**src/sv/fdc_pkg.sv**
```systemverilog
package fdc_pkg;

  localparam int unsigned MAX_PACKET_BYTES = 15;
  localparam int unsigned POS_W            = $clog2(MAX_PACKET_BYTES + 1);

  localparam int unsigned DUTY_W    = 7;
  localparam int unsigned PWM_W     = 16;
  localparam int unsigned RES_W     = 5;
  localparam int unsigned TIMEOUT_W = 20;
  localparam int unsigned ELAPSED_W = 21;
  localparam int unsigned CFG_IDX_W = 1;
  localparam int unsigned CFG_W     = TIMEOUT_W;
  localparam int unsigned OUT_W     = 32;

  localparam logic [DUTY_W-1:0]    DUTY_MAX    = DUTY_W'(100);
  localparam logic [ELAPSED_W-1:0] ELAPSED_MAX = '1;
  localparam logic [7:0]           CHAR_P      = 8'h50;
  localparam logic [7:0]           CHAR_ZERO   = 8'h30;
  localparam logic [7:0]           CHAR_NINE   = 8'h39;

  localparam logic [RES_W-1:0] RES_MIN   = RES_W'(1);
  localparam logic [RES_W-1:0] RES_MAX   = RES_W'(16);
  localparam logic [RES_W-1:0] RES_RESET = RES_W'(8);
  localparam logic [TIMEOUT_W-1:0] TIMEOUT_RESET = TIMEOUT_W'(1000);

  // floor(x / 100) = (x * DIV100_MUL) >> DIV100_SHIFT for every x below 2^23.
  localparam int unsigned SCALE_W      = 23;
  localparam int unsigned DIV100_SHIFT = 30;
  localparam int unsigned DIV100_W     = 24;
  localparam logic [DIV100_W-1:0] DIV100_MUL = DIV100_W'(10737419);

  localparam logic REQ_BYTE = 1'b0;
  localparam logic REQ_TICK = 1'b1;

  localparam logic [CFG_IDX_W-1:0] CFG_PWM_BITS = CFG_IDX_W'(0);
  localparam logic [CFG_IDX_W-1:0] CFG_TIMEOUT  = CFG_IDX_W'(1);

  typedef enum logic [1:0] {
    EVT_NONE     = 2'd0,
    EVT_ACCEPT   = 2'd1,
    EVT_REJECT   = 2'd2,
    EVT_FAILSAFE = 2'd3
  } fdc_evt_t;

  typedef struct packed {
    logic [DUTY_W-1:0] duty;
    logic              failsafe;
    fdc_evt_t          evt;
  } fdc_status_t;

endpackage

```
**src/sv/fdc_parse.sv**
```systemverilog
module fdc_parse import fdc_pkg::*; (
  input  logic                 clk,
  input  logic                 rst,
  input  logic                 en,
  input  logic                 req_type,
  input  logic [7:0]           packet_byte,
  input  logic                 last_byte,
  input  logic [TIMEOUT_W-1:0] timeout,
  output fdc_status_t          status
);

  logic [DUTY_W-1:0]    duty,  duty_next;
  logic                 fs,    fs_next;
  logic [ELAPSED_W-1:0] el,    el_next;
  logic [POS_W-1:0]     pos,   pos_next;
  logic [DUTY_W-1:0]    acc,   acc_next;
  logic                 seen,  seen_next;
  logic                 run,   run_next;
  logic                 hdr,   hdr_next;

  logic                 is_digit;
  logic [3:0]           dval;
  logic [9:0]           mac;
  logic [ELAPSED_W-1:0] el_inc;
  fdc_evt_t             evt;

  assign is_digit = (packet_byte >= CHAR_ZERO) && (packet_byte <= CHAR_NINE);
  assign dval     = 4'(packet_byte - CHAR_ZERO);
  assign mac      = ({3'b000, acc} * 10'd10) + {6'b000000, dval};
  assign el_inc   = (el != ELAPSED_MAX) ? el + ELAPSED_W'(1) : el;

  always_comb begin
    duty_next = duty;
    fs_next   = fs;
    el_next   = el;
    pos_next  = pos;
    acc_next  = acc;
    seen_next = seen;
    run_next  = run;
    hdr_next  = hdr;
    evt       = EVT_NONE;
    if (req_type == REQ_BYTE) begin
      if (pos < POS_W'(MAX_PACKET_BYTES)) begin
        if (pos == '0) begin
          hdr_next = (packet_byte == CHAR_P);
        end else if (run) begin
          if (is_digit) begin
            acc_next  = (mac > 10'(DUTY_MAX)) ? DUTY_MAX : mac[DUTY_W-1:0];
            seen_next = 1'b1;
          end else begin
            run_next = 1'b0;
          end
        end
        pos_next = pos + POS_W'(1);
      end
      if (last_byte) begin
        if (hdr_next && seen_next) begin
          duty_next = acc_next;
          el_next   = '0;
          fs_next   = 1'b0;
          evt       = EVT_ACCEPT;
        end else begin
          evt = EVT_REJECT;
        end
        pos_next  = '0;
        acc_next  = '0;
        seen_next = 1'b0;
        run_next  = 1'b1;
        hdr_next  = 1'b0;
      end
    end else begin
      el_next = el_inc;
      if (!fs && (el_inc > {1'b0, timeout})) begin
        duty_next = '0;
        fs_next   = 1'b1;
        evt       = EVT_FAILSAFE;
      end
    end
  end

  always_ff @(posedge clk) begin
    if (rst) begin
      duty <= '0;
      fs   <= 1'b0;
      el   <= '0;
      pos  <= '0;
      acc  <= '0;
      seen <= 1'b0;
      run  <= 1'b1;
      hdr  <= 1'b0;
    end else if (en) begin
      duty <= duty_next;
      fs   <= fs_next;
      el   <= el_next;
      pos  <= pos_next;
      acc  <= acc_next;
      seen <= seen_next;
      run  <= run_next;
      hdr  <= hdr_next;
    end
  end

  assign status.duty     = duty_next;
  assign status.failsafe = fs_next;
  assign status.evt      = evt;

`ifndef SYNTHESIS
  a_acc_range: assert property (@(posedge clk) disable iff (rst) acc <= DUTY_MAX)
    else $error("Digit accumulator exceeds full duty.");
  a_fs_duty: assert property (@(posedge clk) disable iff (rst) fs |-> duty == '0)
    else $error("Duty is not zero while failsafe is active.");
  a_pos_cap: assert property (@(posedge clk) disable iff (rst)
      pos <= POS_W'(MAX_PACKET_BYTES))
    else $error("Byte position runs beyond the packet limit.");
  a_el_clear: assert property (@(posedge clk) disable iff (rst)
      en && status.evt == EVT_ACCEPT |=> el == '0 && !fs)
    else $error("Accepted packet did not clear the tick counter and failsafe.");
`endif

endmodule

```
**src/sv/fdc_scale.sv**
```systemverilog
module fdc_scale import fdc_pkg::*; (
  input  logic [DUTY_W-1:0] duty,
  input  logic [RES_W-1:0]  res_bits,
  output logic [PWM_W-1:0]  pwm_level
);

  logic [RES_W-1:0]            bits;
  logic [SCALE_W-1:0]          scaled;
  logic [SCALE_W+DIV100_W-1:0] prod;

  always_comb begin
    if (res_bits < RES_MIN) begin
      bits = RES_MIN;
    end else if (res_bits > RES_MAX) begin
      bits = RES_MAX;
    end else begin
      bits = res_bits;
    end
  end

  // duty * (2^bits - 1) written as a shift and a subtraction.
  assign scaled    = (SCALE_W'(duty) << bits) - SCALE_W'(duty);
  assign prod      = {{DIV100_W{1'b0}}, scaled} * {{SCALE_W{1'b0}}, DIV100_MUL};
  assign pwm_level = prod[DIV100_SHIFT +: PWM_W];

endmodule

```
**src/sv/fan_duty_command_parser_with_failsafe_core.sv**
```systemverilog
// Fan duty command parser with failsafe. Each input transfer is either one
// packet byte (tuser low, tdata the byte, tlast on the final byte) or a
// one-millisecond tick (tuser high), and every input transfer yields exactly
// one output transfer carrying the applied duty, its PWM level, the failsafe
// flag and an event code. Items flow through an input register and a result
// register, so one transfer per cycle is sustained while m_axis_tready stays
// high; the parse, the timeout check and the constant division of the PWM
// scaling all complete in the single step between those registers.
module fan_duty_command_parser_with_failsafe_core import fdc_pkg::*; (
  input  logic                 clk,
  input  logic                 rst,
  input  logic                 s_axis_tvalid,
  output logic                 s_axis_tready,
  input  logic [7:0]           s_axis_tdata,   // packet_byte
  input  logic                 s_axis_tlast,
  input  logic                 s_axis_tuser,   // req_type
  output logic                 m_axis_tvalid,
  input  logic                 m_axis_tready,
  // duty_percent[6:0], pwm_level[22:7], failsafe_on[23], event_code[25:24], zero fill
  output logic [OUT_W-1:0]     m_axis_tdata,
  input  logic                 cfg_we,
  input  logic [CFG_IDX_W-1:0] cfg_index,
  input  logic [CFG_W-1:0]     cfg_data
);

  logic [RES_W-1:0]     res_bits;
  logic [TIMEOUT_W-1:0] timeout;

  logic       in_valid;
  logic       in_req;
  logic [7:0] in_byte;
  logic       in_last;
  logic       adv;

  fdc_status_t       status;
  logic [PWM_W-1:0]  pwm_next;

  logic              out_valid;
  logic [DUTY_W-1:0] out_duty;
  logic [PWM_W-1:0]  out_pwm;
  logic              out_fs;
  fdc_evt_t          out_evt;

  always_ff @(posedge clk) begin
    if (rst) begin
      res_bits <= RES_RESET;
      timeout  <= TIMEOUT_RESET;
    end else if (cfg_we) begin
      unique case (cfg_index)
        CFG_PWM_BITS: res_bits <= cfg_data[RES_W-1:0];
        CFG_TIMEOUT:  timeout  <= cfg_data[TIMEOUT_W-1:0];
        default: ;
      endcase
    end
  end

  assign adv           = in_valid && (!out_valid || m_axis_tready);
  assign s_axis_tready = !in_valid || adv;

  always_ff @(posedge clk) begin
    if (rst) begin
      in_valid <= 1'b0;
    end else if (s_axis_tready) begin
      in_valid <= s_axis_tvalid;
    end
  end

  always_ff @(posedge clk) begin
    if (s_axis_tvalid && s_axis_tready) begin
      in_req  <= s_axis_tuser;
      in_byte <= s_axis_tdata;
      in_last <= s_axis_tlast;
    end
  end

  fdc_parse u_parse (
    .clk         (clk),
    .rst         (rst),
    .en          (adv),
    .req_type    (in_req),
    .packet_byte (in_byte),
    .last_byte   (in_last),
    .timeout     (timeout),
    .status      (status)
  );

  fdc_scale u_scale (
    .duty      (status.duty),
    .res_bits  (res_bits),
    .pwm_level (pwm_next)
  );

  always_ff @(posedge clk) begin
    if (rst) begin
      out_valid <= 1'b0;
    end else if (adv) begin
      out_valid <= 1'b1;
    end else if (m_axis_tready) begin
      out_valid <= 1'b0;
    end
  end

  always_ff @(posedge clk) begin
    if (adv) begin
      out_duty <= status.duty;
      out_pwm  <= pwm_next;
      out_fs   <= status.failsafe;
      out_evt  <= status.evt;
    end
  end

  assign m_axis_tvalid = out_valid;
  assign m_axis_tdata  = {6'b000000, out_evt, out_fs, out_pwm, out_duty};

`ifndef SYNTHESIS
  a_trip_flag: assert property (@(posedge clk) disable iff (rst)
      out_valid && out_evt == EVT_FAILSAFE |-> out_fs)
    else $error("Failsafe event reported without the failsafe flag.");
  a_accept_flag: assert property (@(posedge clk) disable iff (rst)
      out_valid && out_evt == EVT_ACCEPT |-> !out_fs)
    else $error("Accepted packet reported while failsafe is still set.");
  a_fs_output: assert property (@(posedge clk) disable iff (rst)
      out_valid && out_fs |-> out_duty == '0 && out_pwm == '0)
    else $error("Fan is not stopped while failsafe is reported.");
  a_duty_range: assert property (@(posedge clk) disable iff (rst)
      out_valid |-> out_duty <= DUTY_MAX)
    else $error("Reported duty exceeds full scale.");
`endif

endmodule
```
**config.mk**
```make
export PLATFORM = sky130hd
export DESIGN_NAME = fan_duty_command_parser_with_failsafe_core
export DESIGN_NICKNAME = d
export VERILOG_FILES = /design/src/sv/fdc_pkg.sv /design/src/sv/fdc_parse.sv /design/src/sv/fdc_scale.sv /design/src/sv/fan_duty_command_parser_with_failsafe_core.sv
export SDC_FILE = /design/constraint.sdc
export NUM_CORES = 1
export LEC_CHECK = 0
export BUFFER_PORTS_ARGS = -buffer_cell sky130_fd_sc_hd__buf_2
export CELL_PAD_IN_SITES_DETAIL_PLACEMENT = 1
export CELL_PAD_IN_SITES_GLOBAL_PLACEMENT = 2
export CORE_MARGIN = 4
export CORE_UTILIZATION = 23
export DETAILED_ROUTE_END_ITERATION = 12
export MAX_ROUTING_LAYER = met4
export PLACE_DENSITY_LB_ADDON = 0.1
export SYNTH_ARGS = -nofsm -noshare
export SYNTH_HDL_FRONTEND = slang
export SYNTH_SLANG_ARGS = --single-unit
```
**constraint.sdc**
```tcl
create_clock -name clk -period 17.8 [get_ports clk]
set_clock_uncertainty 0.1 [all_clocks]
set_input_delay 0.89 -clock clk [delete_from_list [all_inputs] [get_ports clk]]
set_output_delay 0.89 -clock clk [all_outputs]
set_load 0.05 [all_outputs]
```
### Word level (Yosys, flattened, before mapping)

Index checks and enable logic that the tools add are counted.

| cells by class | value |
|---|---|
| add/sub/neg operators | 5 |
| multiply operators | 2 |
| magnitude comparators | 7 |
| equality and inequality tests | 3 |
| shifts and indexed selects | 1 |
| multiplexer cells | 43 |
| bitwise logic cells | 2 |
| reduce and logical (&&, ||, !) cells | 21 |

Operators by type and width:

| operator | number |
|---|---|
| 21-bit two-way mux | 4 |
| 7-bit two-way mux | 10 |
| 23-bit by 24-bit multiplier with 46-bit output, second input constant | 1 |
| 7-bit by 5-bit << shifter with 23-bit output | 1 |
| 23-bit by 7-bit subtractor with 23-bit output | 1 |
| 21-bit by 1-bit adder with 21-bit output, second input constant | 1 |
| 21-bit by 20-bit > comparator with 1-bit output | 1 |
| 1-bit two-way mux | 21 |
| 21-bit != test, second input constant | 1 |
| 10-bit by 4-bit adder with 10-bit output | 1 |
| 10-bit by 7-bit > comparator with 1-bit output, second input constant | 1 |
| 5-bit two-way mux | 2 |
| 7-bit by 3-bit multiplier with 9-bit output, second input constant | 1 |
| 8-bit by 7-bit == test with 1-bit output, second input constant | 1 |
| 8-bit by 6-bit greater-or-equal comparator with 1-bit output, second input constant | 1 |
| 8-bit by 6-bit <= comparator with 1-bit output, second input constant | 1 |
| 2-bit two-way mux | 4 |
| 4-bit two-way mux | 2 |
| 2-bit nonzero test | 4 |
| 2-bit AND reduction | 3 |
| 3-bit AND reduction | 2 |
| 5-bit > comparator, second input constant | 1 |
| 1-bit logical AND | 5 |
| 5-bit by 1-bit less-than comparator with 1-bit output, second input constant | 1 |
| other kinds (9) | 13 |

| storage, ports and cells | value |
|---|---|
| flip-flop bits (word level) | 106 |
| bits of input ports | 36 |
| output and inout bits | 34 |
| logic and storage cells | 103 |

### Longest topological paths before layout

| depth | value |
|---|---|
| word-level depth | 14 |
| depth in mapped cells | 59 |
| depth with buffers taken out | 59 |

### Cells and area by module

From an unflattened synthesis, not the netlist that was laid out.

| unflattened totals | value |
|---|---|
| cell total of the unflattened synthesis | 1,776 |
| area, all modules | 16,678.5 um^2 |

Modules (own cells, without submodules):

| module | times used | cells an instance | area each (um^2) | sequential area each (um^2) |
|---|---|---|---|---|
| fdc_scale | 1 | 1,169 | 10,814.1 | 0.0 |
| fdc_parse | 1 | 449 | 3,568.4 | 860.8 |
| fan_duty_command_parser_with_failsafe_core | 1 | 158 | 2,296.0 | 1,621.6 |

### Worst setup path after synthesis

OpenSTA, ideal clock, no wires.

| timing | value |
|---|---|
| path kind | register to register |
| start | reg u_parse.el[0] |
| end | reg out_pwm[15], data pin |
| library setup time | 0.263 ns |
| data arrival time | 12.893 ns |
| required time | 17.437 ns |
| setup slack | 4.544 ns |
| stages on the path, launching flop included | 56 |
| clock period less this slack | 13.256 ns |
| cell sequence | dfxtp_1 > ha_1 > nand3_1 > nor4_4 > nand3_1 > nand4_1 > nor2_1 > and2_1 > nand3_1 > or3_1 > xnor2_1 > ha_1 > a211oi_1 > o21ai_1 > or3_1 > o31ai_1 > o22ai_2 > clkbuf_1 > [20 not listed] > fa_1 > fa_1 > inv_1 > fa_1 > inv_1 > ha_1 > a21o_1 > a2111oi_0 > o211ai_1 > o2111ai_1 > o21ai_0 > a21oi_1 > o21ai_0 > a221o_1 > a21oi_1 > o21bai_1 > xnor2_1 > xnor2_1 |

RTL lines:

| element | line | text |
|---|---|---|
| from (decl) | fdc_parse.sv:14 | `logic [ELAPSED_W-1:0] el, el_next;` |
| from (signal assigned) | fdc_parse.sv:94 | `el <= el_next;` |
| to (signal assigned) | fan_duty_command_parser_with_failsafe_core.sv:106 | `out_pwm <= pwm_next;` |
| to (decl) | fan_duty_command_parser_with_failsafe_core.sv:40 | `logic [PWM_W-1:0] out_pwm;` |

==> flow_metrics.env <==
export IMPL_fin_crit_ns=16.52
export IMPL_gr_usage_all_layers_pct=15.0
export IMPL_ys_types=104
export IMPL_grt_max_degree=71
export IMPL_powerDensity_mw_per_mm2=81.9
export IMPL_first_iter_violations=364
export IMPL_drc=0
export IMPL_final_net_count=2322
export IMPL_maxCapViolCount=0
export IMPL_insertion_delay_ns=0.39
export IMPL_reg2reg_to="out_pwm[15]"
export IMPL_fmax_mhz=60.5
export IMPL_ir_drop_mv=0.0535
export IMPL_synth_edff_count=36
export IMPL_yosys_warnings=0
export IMPL_status="completed"
export IMPL_die_area_sq_mm=0.0748
export IMPL_fillers=8230
export IMPL_hold_viol=0
export IMPL_wl_um=52500
export IMPL_slowest_delay_ns=0.70
export IMPL_ctsHoldBuffers=0
export IMPL_wl_per_cell_um=19.1
export IMPL_clockBufferDepth=2
export IMPL_first_pass_iters=6
export IMPL_crit_path_frequent_cell="inv_1"
export IMPL_antennaDiodeCount=0
export IMPL_post_cts_buffers=0
export IMPL_grt_first_pass_wirelength_um=83000
export IMPL_setup_slack_ns=1.28
export IMPL_synth_cells=1759
export IMPL_critPathKind="register to register"
export IMPL_drive_gt1_share_pct=7.98
export IMPL_crit_path_max_fanout=19
export IMPL_seq_area_sq_mm=0.00248
export IMPL_fp_dieH_um=274
export IMPL_viasPerCell=4.36
export IMPL_initial_core_util_pct=23.2
export IMPL_hold_slack_ns=0.360
export IMPL_cp_arrival_ns=16.55
export IMPL_clockRootBuffer="clkbuf_16"
export IMPL_wl_met1_um=24600
export IMPL_routed_top_layer="met4"
export IMPL_synth_avg_cell_area_sq_um=9.22
export IMPL_antenna_found_initial=0
export IMPL_worstReg2RegStart="u_parse.el[0]"
export IMPL_numCtsBuffers=9
export IMPL_pre_cts_slack_ns=1.12
export IMPL_syn_to_final_growth_pct=10.4
export IMPL_met2_length_um=26500
export IMPL_die_w_um=274
export IMPL_regToRegSetupSlack_ns=1.28
export IMPL_worstSetupStartpoint="u_parse.el[0]"
export IMPL_gp_congestion=0.804
export IMPL_final_common_cell="inv_1"
export IMPL_finalSetupViolCount=0
export IMPL_multi_input_area_sq_mm=0.0121
export IMPL_grt_pass1_vias=13609
export IMPL_wl_met3_um=1070
export IMPL_synthFlopType="dfxtp_1"
export IMPL_async_flop_share_pct=0
export IMPL_placement_rows=97
export IMPL_crit_path_start_kind="register"
export IMPL_critical_path_endpoint="out_pwm[15]"
export IMPL_hold_path_class="register to register"
export IMPL_vias=12024
export IMPL_cts_sinks=106
export IMPL_drtAntennaViolNets=0
export IMPL_post_dp_hpwl_um=45400
export IMPL_cts_tree="yes"
export IMPL_relSlewSlack_pct=21.1
export IMPL_fin_tns_setup_ns=0
export IMPL_rsz0062_at_grt="false"
export IMPL_h_tree_depth=3
export IMPL_period_share_pct=92.8
export IMPL_boundaryPins=70
export IMPL_fin_util_pct=25.6
export IMPL_io_buffers=63
export IMPL_coreArea_sq_mm=0.0699
export IMPL_leakage_uw=0.00884
export IMPL_cp_end_kind="register"
export IMPL_netlist_area_sq_mm=0.0162
export IMPL_ys_ff_latch=106
export IMPL_slowest_stage="xnor2_1"
export IMPL_seq_area_frac_synth_pct=15.3
export IMPL_reg2reg_depth=57
export IMPL_tightest_slew_ns=1.18
export IMPL_final_cell_mix="389 x inv_1, 280 x ha_1, 195 x fa_1, 117 x nand2_1, 106 x nor2_1"
export IMPL_drv_slew=0
export IMPL_cts_reportedPaths_clkPinSlew_ns=0.09
export IMPL_overflow=0
export IMPL_cp_data_required_time_ns=17.84
export IMPL_post_cts_resize_count=0
## routing by layer
metal | track usage, % | vias up
met1 | 19.6 | 6043
li1 | - | 5863
met2 | 26.1 | 100
met3 | 1.25 | 18
met4 | 1.93 | 0
met5 | - | -
## critical path: cells and delay by family (launching register included)
| family | cells | cell delay, ns |
|---|---|---|
| simple gates | 12 | 3.68 |
| fa+ha+maj | 12 | 4.80 |
| xor+xnor | 4 | 1.14 |
| compound gates | 20 | 5.12 |
| flops | 1 | 0.38 |
| buf+inv | 9 | 1.03 |
## worst min path at each step
stage | cells past startpoint | startpoint | to
floorplan | 2 | u_parse.run | u_parse.run
global placement | 2 | u_parse.run | u_parse.run
detailed placement | 2 | u_parse.run | u_parse.run
CTS | 2 | timeout[17] | timeout[17]
global route | 2 | timeout[13] | timeout[13]
finish | 2 | timeout[4] | timeout[4]
## flip-flops by register name, summed over array words and instances, names as in the netlist
signal,flops
in_valid,1
u_parse.run,1
u_parse.hdr,1
in_req,1
out_evt,2
timeout,20
u_parse.fs,1
u_parse.pos,4
out_pwm,16
u_parse.duty,7
res_bits,5
out_duty,7
u_parse.seen,1
m_axis_tvalid,1
in_byte,8
u_parse.acc,7
u_parse.el,21
out_fs,1
in_last,1
## cells by family after synthesis
group	share of synthesized area, %
fa+ha+maj	45.7
simple gates	12.4
compound gates	11.7
xor+xnor	3.85
buf+inv	10.4
other cells	0.0463
mux	0.571
flops	15.3
## metrics by stage
step                cells  area, sq um  total power (uW)
finish               2756        17900              1470
global route         2756        17900              1670
detailed placement   2740        17600              1300
CTS                  2756        17900              1530
global placement     2740        17600              1300
floorplan            1764        16200               986
## synthesized netlist by cell type, drive strengths merged (8+ instances only)
cell type,n,area (sq um)
nor3,27,151
buf,16,115
nand3,34,175
clkbuf,27,101
dfxtp,70,1400
nand2,119,452
a22oi,18,145
a211oi,16,138
ha,280,3500
xor2,27,244
o21ai,44,224
nand2b,8,50.1
nand3b,10,75.1
nand4,12,81.3
inv,390,1460
or3,8,50.1
nor2,106,398
a21oi,90,465
a21o,18,135
a31oi,8,71.3
o211ai,8,60.1
fa,195,3900
edfxtp,36,1080
and3,14,92.6
and2,11,73.8
nor2b,11,71.3
o21a,15,114
xnor2,40,358
## area by class of cell
| cell class | count | share of cell area [%] |
|---|---|---|
| multi-input cells | 1223 | 67.3 |
| repair buffers | 80 | 2.47 |
| clock buffers | 9 | 1.26 |
| clock inverters | 7 | 0.321 |
| flip-flops and latches | 106 | 13.9 |
| inverters | 391 | 8.20 |
| well taps | 940 | 6.57 |
## power breakdown
part	total, uW	internal, uW	switching (uW)
combinational	971	383	588
clock	209	98.0	111
sequential	286	276	10.5
total	1470	757	710
No activity file was read; power rests on OpenSTA's default activity.
